## config.mk

```make
export PLATFORM = sky130hd
export DESIGN_NAME = ssvm_ctrl
export DESIGN_NICKNAME = d
export VERILOG_FILES = /design/src/hw/rtl/ssvm_pkg.sv /design/src/hw/rtl/ssvm_ctrl.sv
export SDC_FILE = /design/constraint.sdc
export NUM_CORES = 1
export LEC_CHECK = 0
export ABC_CLOCK_PERIOD_IN_PS = 3200
export BUFFER_PORTS_ARGS = -buffer_cell sky130_fd_sc_hd__buf_2
export CORE_AREA = 5 5 42 44
export DETAILED_ROUTE_END_ITERATION = 16
export DIE_AREA = 0 0 47 49
export PLACE_DENSITY = 0.67
export SLEW_MARGIN = 10
export SYNTH_ARGS = -nofsm -noshare
export SYNTH_HDL_FRONTEND = slang
export SYNTH_SLANG_ARGS = --single-unit
```

## constraint.sdc

```tcl
create_clock -name clk -period 3.2 [get_ports clk]
set_clock_uncertainty 0.2 [all_clocks]
set_input_delay 0.8 -clock clk [delete_from_list [all_inputs] [get_ports clk]]
set_output_delay 0.8 -clock clk [all_outputs]
set_load 0.005 [all_outputs]
```

## src/hw/rtl/ssvm_pkg.sv

```systemverilog
package ssvm_pkg;

  localparam int unsigned SmpW  = 16;
  localparam int unsigned AddrW = 16;
  localparam int unsigned LenW  = 17;
  localparam int unsigned TimeW = 24;
  localparam int unsigned GainW = 16;
  localparam int unsigned RateW = 18;
  localparam int unsigned RemW  = 32;
  localparam int unsigned CntOutW = 8;
  localparam int unsigned PosW  = 21;
  localparam logic [RateW-1:0] RateReset = 18'd48000;

  typedef enum logic [1:0] {
    OP_LOAD  = 2'd0,
    OP_PLAY  = 2'd1,
    OP_SHIFT = 2'd2,
    OP_FRAME = 2'd3
  } op_t;

  typedef enum logic [1:0] {
    ST_OK      = 2'd0,
    ST_DROPPED = 2'd1,
    ST_CLIPPED = 2'd2,
    ST_UNUSED  = 2'd3
  } status_t;

  typedef enum logic [3:0] {
    S_IDLE,
    S_CAPTURED,
    S_LOAD,
    S_PMUL,
    S_PLAY,
    S_SHIFT,
    S_VRD,
    S_VDATA,
    S_SMP,
    S_ACC,
    S_FEND,
    S_DONE
  } state_t;

  typedef struct packed {
    logic [1:0]              opcode;
    logic [AddrW-1:0]        address;
    logic [LenW-1:0]         sound_length;
    logic signed [SmpW-1:0]  sample_value;
    logic signed [TimeW-1:0] time_value;
    logic [GainW-1:0]        gain_left;
    logic [GainW-1:0]        gain_right;
  } item_t;

  typedef struct packed {
    logic [AddrW-1:0]       base;
    logic [LenW-1:0]        len;
    logic signed [RemW-1:0] rem;
    logic [GainW-1:0]       gl;
    logic [GainW-1:0]       gr;
  } voice_t;

  typedef struct packed {
    logic capture;
    logic load_wr;
    logic play_mul;
    logic play_wr;
    logic shift_upd;
    logic voice_rd;
    logic voice_eval;
    logic smp_mul;
    logic acc;
    logic frm_end;
    logic out_load;
  } cmd_t;

  typedef struct packed {
    op_t  op;
    logic full;
    logic count_zero;
    logic last_voice;
  } sts_t;

endpackage

```

## src/hw/rtl/ssvm_ctrl.sv

```systemverilog
module ssvm_ctrl (
  input  logic           clk,
  input  logic           rst_n,
  input  logic           in_valid,
  output logic           in_ready,
  output logic           out_valid,
  input  logic           out_ready,
  input  ssvm_pkg::sts_t sts,
  output ssvm_pkg::cmd_t cmd
);

  ssvm_pkg::state_t state_r, state_nxt;
  logic out_valid_r, out_valid_nxt;

  always_ff @(posedge clk) begin
    if (!rst_n) begin
      state_r     <= ssvm_pkg::S_IDLE;
      out_valid_r <= 1'b0;
    end else begin
      state_r     <= state_nxt;
      out_valid_r <= out_valid_nxt;
    end
  end

  always_comb begin
    state_nxt = state_r;
    cmd       = '0;
    in_ready  = 1'b0;
    unique case (state_r)
      ssvm_pkg::S_IDLE: begin
        in_ready = 1'b1;
        if (in_valid) begin
          cmd.capture = 1'b1;
          state_nxt   = ssvm_pkg::S_CAPTURED;
        end
      end
      ssvm_pkg::S_CAPTURED: begin
        unique case (sts.op)
          ssvm_pkg::OP_LOAD:  state_nxt = ssvm_pkg::S_LOAD;
          ssvm_pkg::OP_PLAY:  state_nxt = sts.full ? ssvm_pkg::S_DONE : ssvm_pkg::S_PMUL;
          ssvm_pkg::OP_SHIFT: state_nxt = ssvm_pkg::S_PMUL;
          ssvm_pkg::OP_FRAME: state_nxt = sts.count_zero ? ssvm_pkg::S_FEND : ssvm_pkg::S_VRD;
          default:            state_nxt = ssvm_pkg::S_DONE;
        endcase
      end
      ssvm_pkg::S_LOAD: begin
        cmd.load_wr = 1'b1;
        state_nxt   = ssvm_pkg::S_DONE;
      end
      ssvm_pkg::S_PMUL: begin
        cmd.play_mul = 1'b1;
        state_nxt    = (sts.op == ssvm_pkg::OP_PLAY) ? ssvm_pkg::S_PLAY : ssvm_pkg::S_SHIFT;
      end
      ssvm_pkg::S_PLAY: begin
        cmd.play_wr = 1'b1;
        state_nxt   = ssvm_pkg::S_DONE;
      end
      ssvm_pkg::S_SHIFT: begin
        cmd.shift_upd = 1'b1;
        state_nxt     = ssvm_pkg::S_DONE;
      end
      ssvm_pkg::S_VRD: begin
        cmd.voice_rd = 1'b1;
        state_nxt    = ssvm_pkg::S_VDATA;
      end
      ssvm_pkg::S_VDATA: begin
        cmd.voice_eval = 1'b1;
        state_nxt      = ssvm_pkg::S_SMP;
      end
      ssvm_pkg::S_SMP: begin
        cmd.smp_mul = 1'b1;
        state_nxt   = ssvm_pkg::S_ACC;
      end
      ssvm_pkg::S_ACC: begin
        cmd.acc   = 1'b1;
        state_nxt = sts.last_voice ? ssvm_pkg::S_FEND : ssvm_pkg::S_VRD;
      end
      ssvm_pkg::S_FEND: begin
        cmd.frm_end = 1'b1;
        state_nxt   = ssvm_pkg::S_DONE;
      end
      ssvm_pkg::S_DONE: begin
        if (!out_valid_r || out_ready) begin
          cmd.out_load = 1'b1;
          state_nxt    = ssvm_pkg::S_IDLE;
        end
      end
      default: state_nxt = ssvm_pkg::S_IDLE;
    endcase
  end

  always_comb begin
    if (cmd.out_load) begin
      out_valid_nxt = 1'b1;
    end else if (out_ready) begin
      out_valid_nxt = 1'b0;
    end else begin
      out_valid_nxt = out_valid_r;
    end
  end

  assign out_valid = out_valid_r;

endmodule

```

---- Word-level counts from Yosys, hierarchy flattened ----
Cells that the tools add are included.
W data, S select, Z words.
storage, ports and cells
  output and inout port bits .............. 13
  register bits after elaboration ......... 5
cells by class
  multiplexer cells ....................... 24
  reductions and logical operators ........ 7
  equality and inequality tests ........... 16
operators by type and width
  operator              count
  $pmux W4 S9           1
  $mux W4               5
  $mux W1               17
  $eq A4 B3 Y1 const B  4
  $eq A4 B4 Y1 const B  4
  $pmux W4 S4           1
  $eq A4 B2 Y1 const B  2
  $eq A2 B2 Y1 const B  2
  $eq A4 B1 Y1 const B  1
  $logic_not A4 Y1      1
  $ne A2 B2 Y1 const B  2
  $reduce_or A4 Y1      1
  $eq A2 B1 Y1 const B  1
  $logic_not A2 Y1      1
  $reduce_and A2 Y1     1
  $reduce_bool A2 Y1    1
  $logic_not A1 Y1      1
  $logic_or A1 B1 Y1    1

---- Longest topological paths before layout ----
Gate-level depths: netlist of run 1.
  word-level depth ........................ 5
  depth in mapped cells ................... 5
  mapped depth without buffers ............ 5

---- Least setup slack after synthesis of run 1 ----
Ideal clock, no wire load.
  path type ............................... input-to-output
  start point ............................. input out_ready
  end point ............................... output cmd[0] (netlist name)
  path buffers ............................ 1
  data required time ...................... 2.200 ns
  setup slack ............................. 1.024 ns
  data arrival time ....................... 1.176 ns
  stages .................................. 3
  cell sequence ........................... nor2b_1 > nor3_1 > buf_4
RTL lines
  item                line            RTL
  start: declaration  ssvm_ctrl.sv:7  input logic out_ready,
  end: declaration    ssvm_ctrl.sv:9  output ssvm_pkg::cmd_t cmd

==> results.md, run 1 <==
- DRC: 0
- Seq cells post-synth: 5
- Total Routing Usage GR: 0.112
- F_max: 408 MHz
- Crit-path max cell delay: 0.50 ns
- DRT iter0 DRCs: 3
- CP startpoint kind: register
- Static Leak: just under 0.3 nW
- Largest net degree at the start of global routing: 15
- Fillers: 164
- Power Total: roughly 450 uW
- Clock Power Share: 0.171
- RSZ-0062 raised after global routing: false
- Reg power frac: 0.329
- GRT Residual Overflow: 0
- Port Buf Inserts: 21
- Start of the worst register-to-register path: state_r[1]
- Switching power: 200 uW
- CP Data Arrival Time: 1.45 ns
- First-pass GRT wire length: 1.96 mm
- Internal cell power: 245 uW
- Final setup fails: 0
- DR pass1 iterations: 4
- Status: finished, final reports clean
- Hold bufs inserted after CTS: 0
- Cell row count: 14
- Sw Share: 0.449
- Final core area utilization: 0.420
- Met2 Use GR: 0.165
- CP Class: reg -> out
- Endpoint type of the worst setup path: output port
- Max_slew headroom: 0.725
- Worst hold start: state_r[0]
- Worst setup margin: 0.751 ns
- Slowest-stage cell, CP: dfxtp_1
- Vias: 509
- Starting Density: 0.331
- Worst Tran Pin Value: approximately 0.41 ns
- Synth cell types: 32
- Synth Area in Compound Gates: 0.261
- Full die area: 2300 um2
- Cells after synthesis: between 60 and 70
- Largest family of logic cells by synthesized area: simple AND/OR/NAND/NOR gates
- Crit path time final: 2.45 ns
- Post-synth top area share: 0.216
- GPL Wtd Cong: 0.732
- Synth async-reset ratio: 0
- Routing usage on met3: 0.0111
- Period Utilization, post-route: 0.765
- Post-route ant nets: 0
- EDFF count, synth: 0
- Area of the multi-input gates: 325 um2
- Area share of fa/ha/maj cells after synthesis: 0.0809
- Most common cell after layout, fill and taps aside: buf_2
- Data required, critical path: 2.20 ns
- CTS Buffer Depth: 2
- Clk pin slew, worst setup/hold paths: 0.05 ns
- Setup TNS: 0 ns
- HPWL Detailed: 926 um
- Yosys warning total: 0
- Via density: around 5
- CTS resizes: 0
- Final Hold Viols: 0
- Area grow syn2layout: 26.7%
- Number of global-route vias before repair: about 470
- Die height: about 50 um
- Met1 GRT Util: 0.149
- CTS tree: done
- Gr busiest metal: met2
- Die X: 47 um
- Xor/xnor share of the synthesized area: 0
- HP Class: reg -> reg
- Final #Nets: 96
- Part of the Yosys area used for sequential elements: 0.216
- Register area: 100 um2
- CTS Sinks: 5
- PwrDens: 758 nW/um2
- Peak supply drop: 412 uV
- Initial antenna violation count: 0
- Cell chain of the critical path: or2_0 > nor2_1 > and2_1 > buf_2
- Layout cells sized above 1: 0.313
- # H-tree levels: 1
- Dpl ws: 0.863 ns
- Num CTS Buffers: 3
- Worst-Skew Late Latency: between 0.2 and 0.3 ns
- Area of the mapped netlist: 464 um2
- Top cell type by total area after synthesis: dfxtp_1
- Combinational share of power: 0.500
- R2R setup slack: 1.62 ns
- Area contributors post-synth: dfxtp_1 (22%), nor2_1 (11%), ha_1 (8.1%), buf_2 (4.3%), nand2b_1 (4.0%)
- Core area: 1400 um2
- Slew Limit Fails: 0
- Worst Setup SP: state_r[2]
- Mux share of post-synthesis cell area: 0
- Wire per inst: 11.8 um
- ANT cells: 0
- WL final: 1.17 mm
- Post-synthesis simple-gate area fraction: 0.358
- Most frequent cells in the layout: buf_2 (21), nor2_1 (13), dfxtp_1 (5)
- Syn Nets: 75
- Root Driver: clkbuf_4
- Worst Path Max Fanout: 11
- Max_cap viols: 0
- Main flop type after synthesis: dfxtp_1
- Syn Area/Cell: 7.37 um2
- Postcts setup bufs: 0
- I/O pins: 22
[registers in the layout, indices dropped and copies added, names as in the netlist]
| register | cells |
|---|---|
| state_r | 4 |
| out_valid | 1 |
[power groups by stage]
stage                     combinational (mW)  sequential [mW]  clock (mW)
final                                  0.223            0.147      0.0760
after global routing                   0.254            0.156      0.0815
after CTS                              0.227            0.146      0.0785
after detailed placement               0.226            0.147           0
after global placement                 0.223            0.145           0
after floorplan                        0.203            0.104           0
[per-layer routing]
layer | vias to the layer above | wire length [um]
met3 | 3 | 79
met2 | 17 | 567
met4 | 0 | 25
met5 | - | 0
met1 | 226 | 494
li1 | 263 | -
[cell families (layout without fill, tap and decap cells)]
kind of cell    Yosys count  in the layout
compound gates           16             16
fa+ha+maj                 3              3
buf+inv                   8             28
flops                     5              5
simple gates             31             31
[area by class of cell]
type | instances | area share
clock buffer | 4 | 0.0447
inverter | 3 | 0.0191
multi-input combinational | 50 | 0.553
sequential | 5 | 0.170
tap | 16 | 0.0340
timing repair buffer | 21 | 0.179
[worst paths after layout]
kind / end / cells after the start
max reg2reg: state_r[0] / 3
min reg2reg: state_r[1] / 1
max: cmd[10] / 4
min: state_r[1] / 1
[Yosys cell counts (2+ instances only)]
| library cell | number |
|---|---|
| dfxtp_1 | 5 |
| a21boi_0 | 2 |
| ha_1 | 3 |
| nor2_1 | 13 |
| or2_2 | 2 |
| a31oi_1 | 2 |
| nand2b_1 | 3 |
| buf_2 | 4 |
| nand2_1 | 3 |
| o21ai_0 | 2 |
| inv_1 | 3 |
[stage by stage]
stage / cell area [um2] / instances / hold WS, ns
global route: 588 / 99 / 0.443
finish: 588 / 99 / 0.378
floorplan: 464 / 63 / 0.316
detailed placement: 562 / 95 / 0.371
global placement: 562 / 95 / 0.362
CTS: 588 / 99 / 0.384
[worst max-delay path, delay by kind of cell (launching register included)]
family                 cells  cell delay (ns)
and+or+nand+nor            3             0.59
buffers and inverters      1             0.12
DFF                        1             0.50
Note: power is estimated with default switching activity, not from simulation.
==> run 2: changes to the inputs <==
--- a/config.mk
+++ b/config.mk
@@ -5,12 +5,13 @@
 export SDC_FILE = /design/constraint.sdc
 export NUM_CORES = 1
 export LEC_CHECK = 0
-export ABC_CLOCK_PERIOD_IN_PS = 3200
+export ABC_AREA = 1
+export ABC_CLOCK_PERIOD_IN_PS = 2200
 export BUFFER_PORTS_ARGS = -buffer_cell sky130_fd_sc_hd__buf_2
 export CORE_AREA = 5 5 42 44
 export DETAILED_ROUTE_END_ITERATION = 16
 export DIE_AREA = 0 0 47 49
-export PLACE_DENSITY = 0.67
+export PLACE_DENSITY = 0.71
 export SLEW_MARGIN = 10
 export SYNTH_ARGS = -nofsm -noshare
 export SYNTH_HDL_FRONTEND = slang
==> constraint.sdc (replaced) <==
create_clock -name clk -period 2.2 [get_ports clk]
set_clock_uncertainty 0.2 [all_clocks]
set_input_delay 0.55 -clock clk [delete_from_list [all_inputs] [get_ports clk]]
set_output_delay 0.55 -clock clk [all_outputs]
set_load 0.005 [all_outputs]
==> run 2 against run 1 <==
Against the previous run:
- setup slack got worse by 0.52 ns
- sequential power is 7% higher
- die area did not move
- synthesized area up 3.5%
- combinational power is 69% higher
- design area rose by 6.2%
- largest power group unchanged
==> results.md, run 2 <==
- Status: finished, final reports clean
- Area grow syn2layout: 29.9%
- Clock Power Share: 0.163 (-0.008)
- CP Data Arrival Time: 1.22 ns (-0.23 ns)
- Max_slew headroom: 0.820 (+0.0949)
- Yosys warning total: 0 (unchanged)
- DRC: 0 (unchanged)
- GPL Wtd Cong: 0.784 (+7.0%)
- CTS tree: done
- Layout cells sized above 1: 0.330 (+0.0170)
- F_max: ~510 MHz
- R2r endpoint: state_r[3]
- Area of the mapped netlist: 480 um2 (+3.5%)
- Peak supply drop: 418 uV (+1.5%)
- CTS Sinks: 5 (unchanged)
- Syn Nets: 97 (+29%)
- Num CTS Buffers: 3 (unchanged)
- Total Routing Usage GR: 0.118 (+0.00563)
- Post-synth top area share: 0.208 (-0.00730)
- CTS resizes: 0 (unchanged)
- Reg power frac: 0.247 (-0.082)
- Internal cell power: 331 uW (+35%)
- DRT iter0 DRCs: 14 (+11)
- Post-route ant nets: 0 (unchanged)
- Top-count cell post-synth: nor2_1
- Worst Reg-to-Reg Cells: 9 (+6)
- Final #Nets: 122 (+27%)
- Cells after synthesis: 85 (+35%)
- Period Utilization, post-route: 0.895
- Port Buf Inserts: 21 (unchanged)
- I/O pins: 22 (unchanged)
- Post-route cell area: 624 um2 (+6.2%)
- Data required, critical path: 1.45 ns (-0.75 ns)
- Synth async-reset ratio: 0 (unchanged)
- Largest net degree at the start of global routing: 8 (-7)
- Final Hold Viols: 0 (unchanged)
- Starting Density: 0.343 (+0.0116)
- GRT Residual Overflow: 0 (unchanged)
- Hold EP: state_r[3]
- Crit path time final: 1.97 ns
- Main flop type after synthesis: dfxtp_1
- HPWL Detailed: 952 um (+2.8%)
- Start of the worst register-to-register path: state_r[2]
- ANT cells: 0 (unchanged)
- EDFF count, synth: 0 (unchanged)
- DR pass1 iterations: 4 (unchanged)
- Routing usage on met3: 0.0221 (+0.0111)
- Max reg flops: 4 (unchanged)
- Initial antenna violation count: 0 (unchanged)
- PwrDens: 1020 nW/um2 (+35%)
- Max_cap viols: 0 (unchanged)
- First-pass GRT wire length: 2.00 mm (+2.1%)
- Cell chain of the critical path: inv_2 > nor2_1 > inv_1 > nor2_1 > buf_2
- Clk pin slew, worst setup/hold paths: 0.04 ns (about the same)
- Fillers: 168 (+2.4%)
- Most frequent cells in the layout: buf_2 (21), nor2_1 (18), inv_1 (17), nand2_1 (13), inv_2 (6)
- DP Cell Count: 121 (+27%)
- Worst Tran Pin Value: 0.270 ns (-0.143 ns)
- Number of global-route vias before repair: 512 (+9.2%)
- Cell row count: 14 (unchanged)
- Die X: 47 um (unchanged)
- Slowest-stage cell, CP: dfxtp_1
- Fin cells: 125 (+26%)
- Crit-path max cell delay: 0.39 ns (-0.11 ns)
- Top cells by count, synth: nor2_1 (18), inv_1 (17), nand2_1 (13), inv_2 (6), dfxtp_1 (5)
- Die height: 49 um (unchanged)
- Dpl ws: 0.429 ns (-0.434 ns)
- Endpoint type of the worst setup path: output port
- Sw Share: 0.480 (+0.0310)
- Met1 GRT Util: 0.141 (-0.00879)
- CP Class: reg -> out
- Setup TNS: 0 ns (unchanged)
- HP Class: in -> reg
- Top reg by flops: state_r
- Part of the Yosys area used for sequential elements: 0.208 (-0.00730)
- CP startpoint kind: register
- Slew Limit Fails: 0 (unchanged)
- Final setup fails: 0 (unchanged)
- Top cell type by total area after synthesis: dfxtp_1
- Static Leak: 0.400 nW (+35%)
- R2R setup slack: 0.82 ns (-0.80 ns)
- Core area: 1400 um2 (unchanged)
- Post-DP Area: 598 um2 (+6.5%)
- Worst hold start: rst_n
- RSZ-0062 raised after global routing: false
- Hold_ws: 0.330 ns (-0.0476 ns)
- Most common cell after layout, fill and taps aside: buf_2
- Crit-path most repeated cell: nor2_1
- CTS Buffer Depth: 2 (unchanged)
- Hold path depth: 3 (+2)
- Wire per inst: 9.10 um (-23%)
- Synth cell types: 18 (-44%)
- Via density: 4.46 (-13%)
- Met2 Use GR: 0.186 (+0.0204)
- Vias: 558 (+9.6%)
- Postcts setup bufs: 0 (unchanged)
- Gr busiest metal: met2
- Worst setup margin: 0.231 ns (-0.521 ns)
- Combinational share of power: 0.590 (+0.090)
- Seq cells post-synth: 5 (unchanged)
- Syn Area/Cell: 5.65 um2 (-23%)
- Worst-Skew Late Latency: 0.24 ns (about the same)
- # H-tree levels: 1 (unchanged)
- Worst Path Max Fanout: 4 (-7)
- Switching power: 306 uW (+53%)
- Root Driver: clkbuf_4
- Area contributors post-synth: dfxtp_1 (21%), nor2_1 (14%), inv_1 (13%), nand2_1 (10%), ha_1 (7.8%)
- Full die area: 2300 um2 (unchanged)
- Hold bufs inserted after CTS: 0 (unchanged)
- WL final: 1.14 mm (-2.4%)
==> run 2: changes by cell type in the layout (fill, tap and decap cells not counted), sizes merged, moves of 3 or more <==
cell,before,now
nand2,3,16
inv,3,23
or2,3,0
nor2,13,20
nand3,0,4
nand2b,3,0
a21oi,0,3
nor3,1,4
==> run 2: worst max path at each step <==
| stage | from | to | slack, ns | cells after the start |
|---|---|---|---|---|
| 3_5_place_dp | out_ready | cmd[0] | 0.43 | 4 |
| 5_1_grt | state_r[1] | cmd[10] | 0.09 | 4 |
| 6_report | state_r[2] | cmd[4] | 0.23 | 5 |
| 4_1_cts | state_r[1] | cmd[10] | 0.23 | 4 |
| 3_3_place_gp | out_ready | cmd[0] | 0.44 | 4 |
| 2_1_floorplan | out_ready | cmd[0] | 0.54 | 3 |
==> run 2: worst max-delay path: cells and delay by family, from the launching register on <==
family	cells	cell delay, ns
buf+inv	3	0.32
flops	1	0.39
simple gates	2	0.28
==> run 2: cell families (layout without fill, tap and decap cells) <==
kind of cell               count (synthesis)  after routing  share of synthesized area
adders and majority gates                  3              3                     0.0781
AOI/OAI and AO/OA                          7              7                     0.0885
DFF                                        5              5                      0.208
buffers and inverters                     24             48                      0.195
and+or+nand+nor                           46             46                      0.430
==> run 2: power groups by stage <==
stage | Sequential (mW) | Clock, mW | Combinational, mW
after floorplan | 0.151 | 0 | 0.277
after global placement | 0.157 | 0 | 0.376
after detailed placement | 0.158 | 0 | 0.377
after CTS | 0.156 | 0.106 | 0.379
after global routing | 0.160 | 0.112 | 0.447
final | 0.157 | 0.104 | 0.376
==> run 2: final cells by class <==
| class | instances | area [um2] | area share |
|---|---|---|---|
| Inverter | 23 | 86.3 | 0.138 |
| Timing Repair Buffer | 21 | 105 | 0.168 |
| Clock buffer | 4 | 26.3 | 0.0421 |
| Sequential cell | 5 | 100 | 0.160 |
| Tap cell | 16 | 20.0 | 0.0321 |
| Multi-Input combinational cell | 56 | 287 | 0.459 |
==> run 2: layer usage <==
metal | wire length (um) | vias up | part of all wire
met1 | 504 | 235 | 0.44
met5 | 0 | - | 0
met4 | 0 | 0 | 0
met2 | 531 | 20 | 0.47
met3 | 101 | 0 | 0.089
li1 | - | 303 | -
==> run 2: stage by stage <==
step	util	total power [mW]
final	0.446	0.638
after global placement	0.427	0.533
after floorplan	-	0.428
after global routing	0.446	0.719
after detailed placement	0.427	0.535
after CTS	0.446	0.641
==> run 3: changes to the inputs <==
==> constraint.sdc (replaced) <==
create_clock -name clk -period 2.2 [get_ports clk]
set_clock_uncertainty 0.2 [all_clocks]
set_input_delay 0.11 -clock clk [delete_from_list [all_inputs] [get_ports clk]]
set_output_delay 0.11 -clock clk [all_outputs]
set_load 0.005 [all_outputs]
==> run 3 against run 2 <==
Against the previous run:
- fmax up 28%
- count of clock-buffer cells in the layout unchanged
- clock power about the same
- combinational power about the same
- sequential power about the same
- cell count up 0.80%
- setup slack better by 0.44 ns
- wire length up 3.3%
- register-to-register slack worse by 0.03 ns
- global-route usage down 0.91 points
- sequential cell count unchanged
- design area up 1.6%
- largest cell class unchanged
==> results.md, run 3 (same netlist as run 2, synthesis figures left out) <==
- Status: finished, final reports clean
- Top reg by flops: state_r
- Total Routing Usage GR: 0.109 (-0.00908)
- Initial antenna violation count: 0 (unchanged)
- Worst Path Max Fanout: 5 (+1)
- Most common cell after layout, fill and taps aside: buf_2
- Max reg flops: 4 (unchanged)
- RSZ-0062 raised after global routing: false
- Num CTS Buffers: 3 (unchanged)
- Clock Power Share: 0.166 (+0.003)
- Port Buf Inserts: 21 (unchanged)
- Worst Tran Pin Value: 0.271 ns (+0.00134 ns)
- Hold_ws: 0.0184 ns (-0.312 ns)
- Internal cell power: 333 uW (+0.41%)
- Peak supply drop: 516 uV (+23%)
- Routed length on met1: 516 um (+2.4%)
- DR pass1 iterations: 4 (unchanged)
- Worst-Skew Late Latency: 0.24 ns (about the same)
- Switching power: 313 uW (+2.2%)
- Final Hold Viols: 0 (unchanged)
- Post-DP Area: 598 um2 (unchanged)
- Post-route cell area: 634 um2 (+1.6%)
- CTS Sinks: 5 (unchanged)
- Slew Limit Fails: 0 (unchanged)
- DRT iter0 DRCs: 7 (-7)
- Power Total: 646 uW (+1.3%)
- I/O pins: 22 (unchanged)
- Cell row count: 14 (unchanged)
- Crit path time final: 1.53 ns (-0.437 ns)
- Final setup fails: 0 (unchanged)
- DRC: 0 (unchanged)
- Core area: 1400 um2 (unchanged)
- Most frequent cells in the layout: buf_2 (21), nor2_1 (18), inv_1 (17), nand2_1 (13), inv_2 (6)
- CP startpoint kind: register
- CTS Buffer Depth: 2 (unchanged)
- CP Class: reg -> out
- Period Utilization, post-route: 0.697 (-0.198)
- Clk pin slew, worst setup/hold paths: 0.05 ns (about the same)
- PwrDens: 1020 nW/um2 (-0.32%)
- Data required, critical path: 1.89 ns (+0.44 ns)
- Max_slew headroom: 0.819 (-0.000894)
- WL met2: 559 um (+5.3%)
- Via density: 4.43 (-0.79%)
- GRT Residual Overflow: 0 (unchanged)
- Largest net degree at the start of global routing: 8 (unchanged)
- Setup TNS: 0 ns (unchanged)
- First-pass GRT wire length: 1.90 mm (-5.2%)
- Fin cells: 126 (+0.80%)
- Number of global-route vias before repair: 484 (-5.5%)
- Root Driver: clkbuf_4
- Routed wl met3: 100 um (-0.99%)
- Combinational share of power: 0.587 (-0.003)
- Vias: 558 (unchanged)
- CTS tree: done
- Sw Share: 0.485 (+0.00450)
- CP Data Arrival Time: 1.22 ns (about the same)
- HPWL Detailed: 1.01 mm (+5.7%)
- Reg power frac: 0.247 (about the same)
- ANT cells: 0 (unchanged)
- WL final: 1.18 mm (+3.3%)
- Full die area: 2300 um2 (unchanged)
- HP Class: in -> reg
- GPL Wtd Cong: 0.860 (+9.8%)
- Highest Signal Layer: met3
- F_max: 652 MHz (+28%)
- Post-route ant nets: 0 (unchanged)
- Layout cells sized above 1: 0.327 (-0.00300)
- Endpoint type of the worst setup path: output port
- CTS resizes: 0 (unchanged)
- Max_cap viols: 0 (unchanged)
- # H-tree levels: 1 (unchanged)
- Die height: 49 um (unchanged)
- Starting Density: 0.343 (unchanged)
- Wire per inst: 9.33 um (+2.5%)
- Die X: 47 um (unchanged)
- Worst setup margin: 0.667 ns (+0.437 ns)
- Final #Nets: 123 (+0.82%)
- Area grow syn2layout: 32.0%
- Static Leak: 0.404 nW (+1.0%)
- Dpl ws: 0.806 ns (+0.377 ns)
- Fillers: 169 (+0.60%)
- DP Cell Count: 121 (unchanged)
- Final core area utilization: 0.453 (+0.00714)
[run 3: changes by cell type in the layout (fill, tap and decap cells not counted)]
cell,previous run,this run
dlygate4sd3_1,0,1
[run 3: power groups by stage]
stage               registers [mW]  logic [mW]  clock network, mW
CTS                          0.159       0.381              0.110
finish                       0.160       0.379              0.107
global route                 0.162       0.441              0.116
floorplan                    0.151       0.277                  0
global placement             0.158       0.372                  0
detailed placement           0.161       0.376                  0
[run 3: timing repair]
action | CTS | global route
hold buffers | 1 | 0
endpoints found under the hold margin | 5 | 0
setup buffers | 0 | 0
[run 3: area by class of cell]
class	instances	area, um2	share of cell area
Clock buffer	4	26.3	0.0414
Inverter	23	86.3	0.136
Sequential cell	5	100	0.158
Tap cell	16	20.0	0.0316
Timing Repair Buffer	22	115	0.181
Multi-Input combinational cell	56	287	0.452
[run 3: routing by layer]
layer  vias to the layer above  GRT usage
li1                        307          -
met1                       235      0.150
met2                        16      0.163
met3                         0     0.0295
met4                         0     0.0276
met5                         -          0
[run 3: worst max-delay path, cell delays in order (launching register included)]
cell	delay, ns
dfxtp_1	0.36
nor2_2	0.25
nand2_1	0.15
nor2_1	0.10
buf_2	0.11
[run 3: path summary, 6_finish.rpt]
check / from / endpoint / slack (ns) / cells past startpoint
setup / recovery: state_r[3] / cmd[10] / 0.67 / 4
hold / removal: out_ready / out_valid / 0.02 / 4
setup reg to reg: state_r[0] / state_r[0] / 0.79 / 7
hold reg to reg: out_valid / out_valid / 0.41 / 4
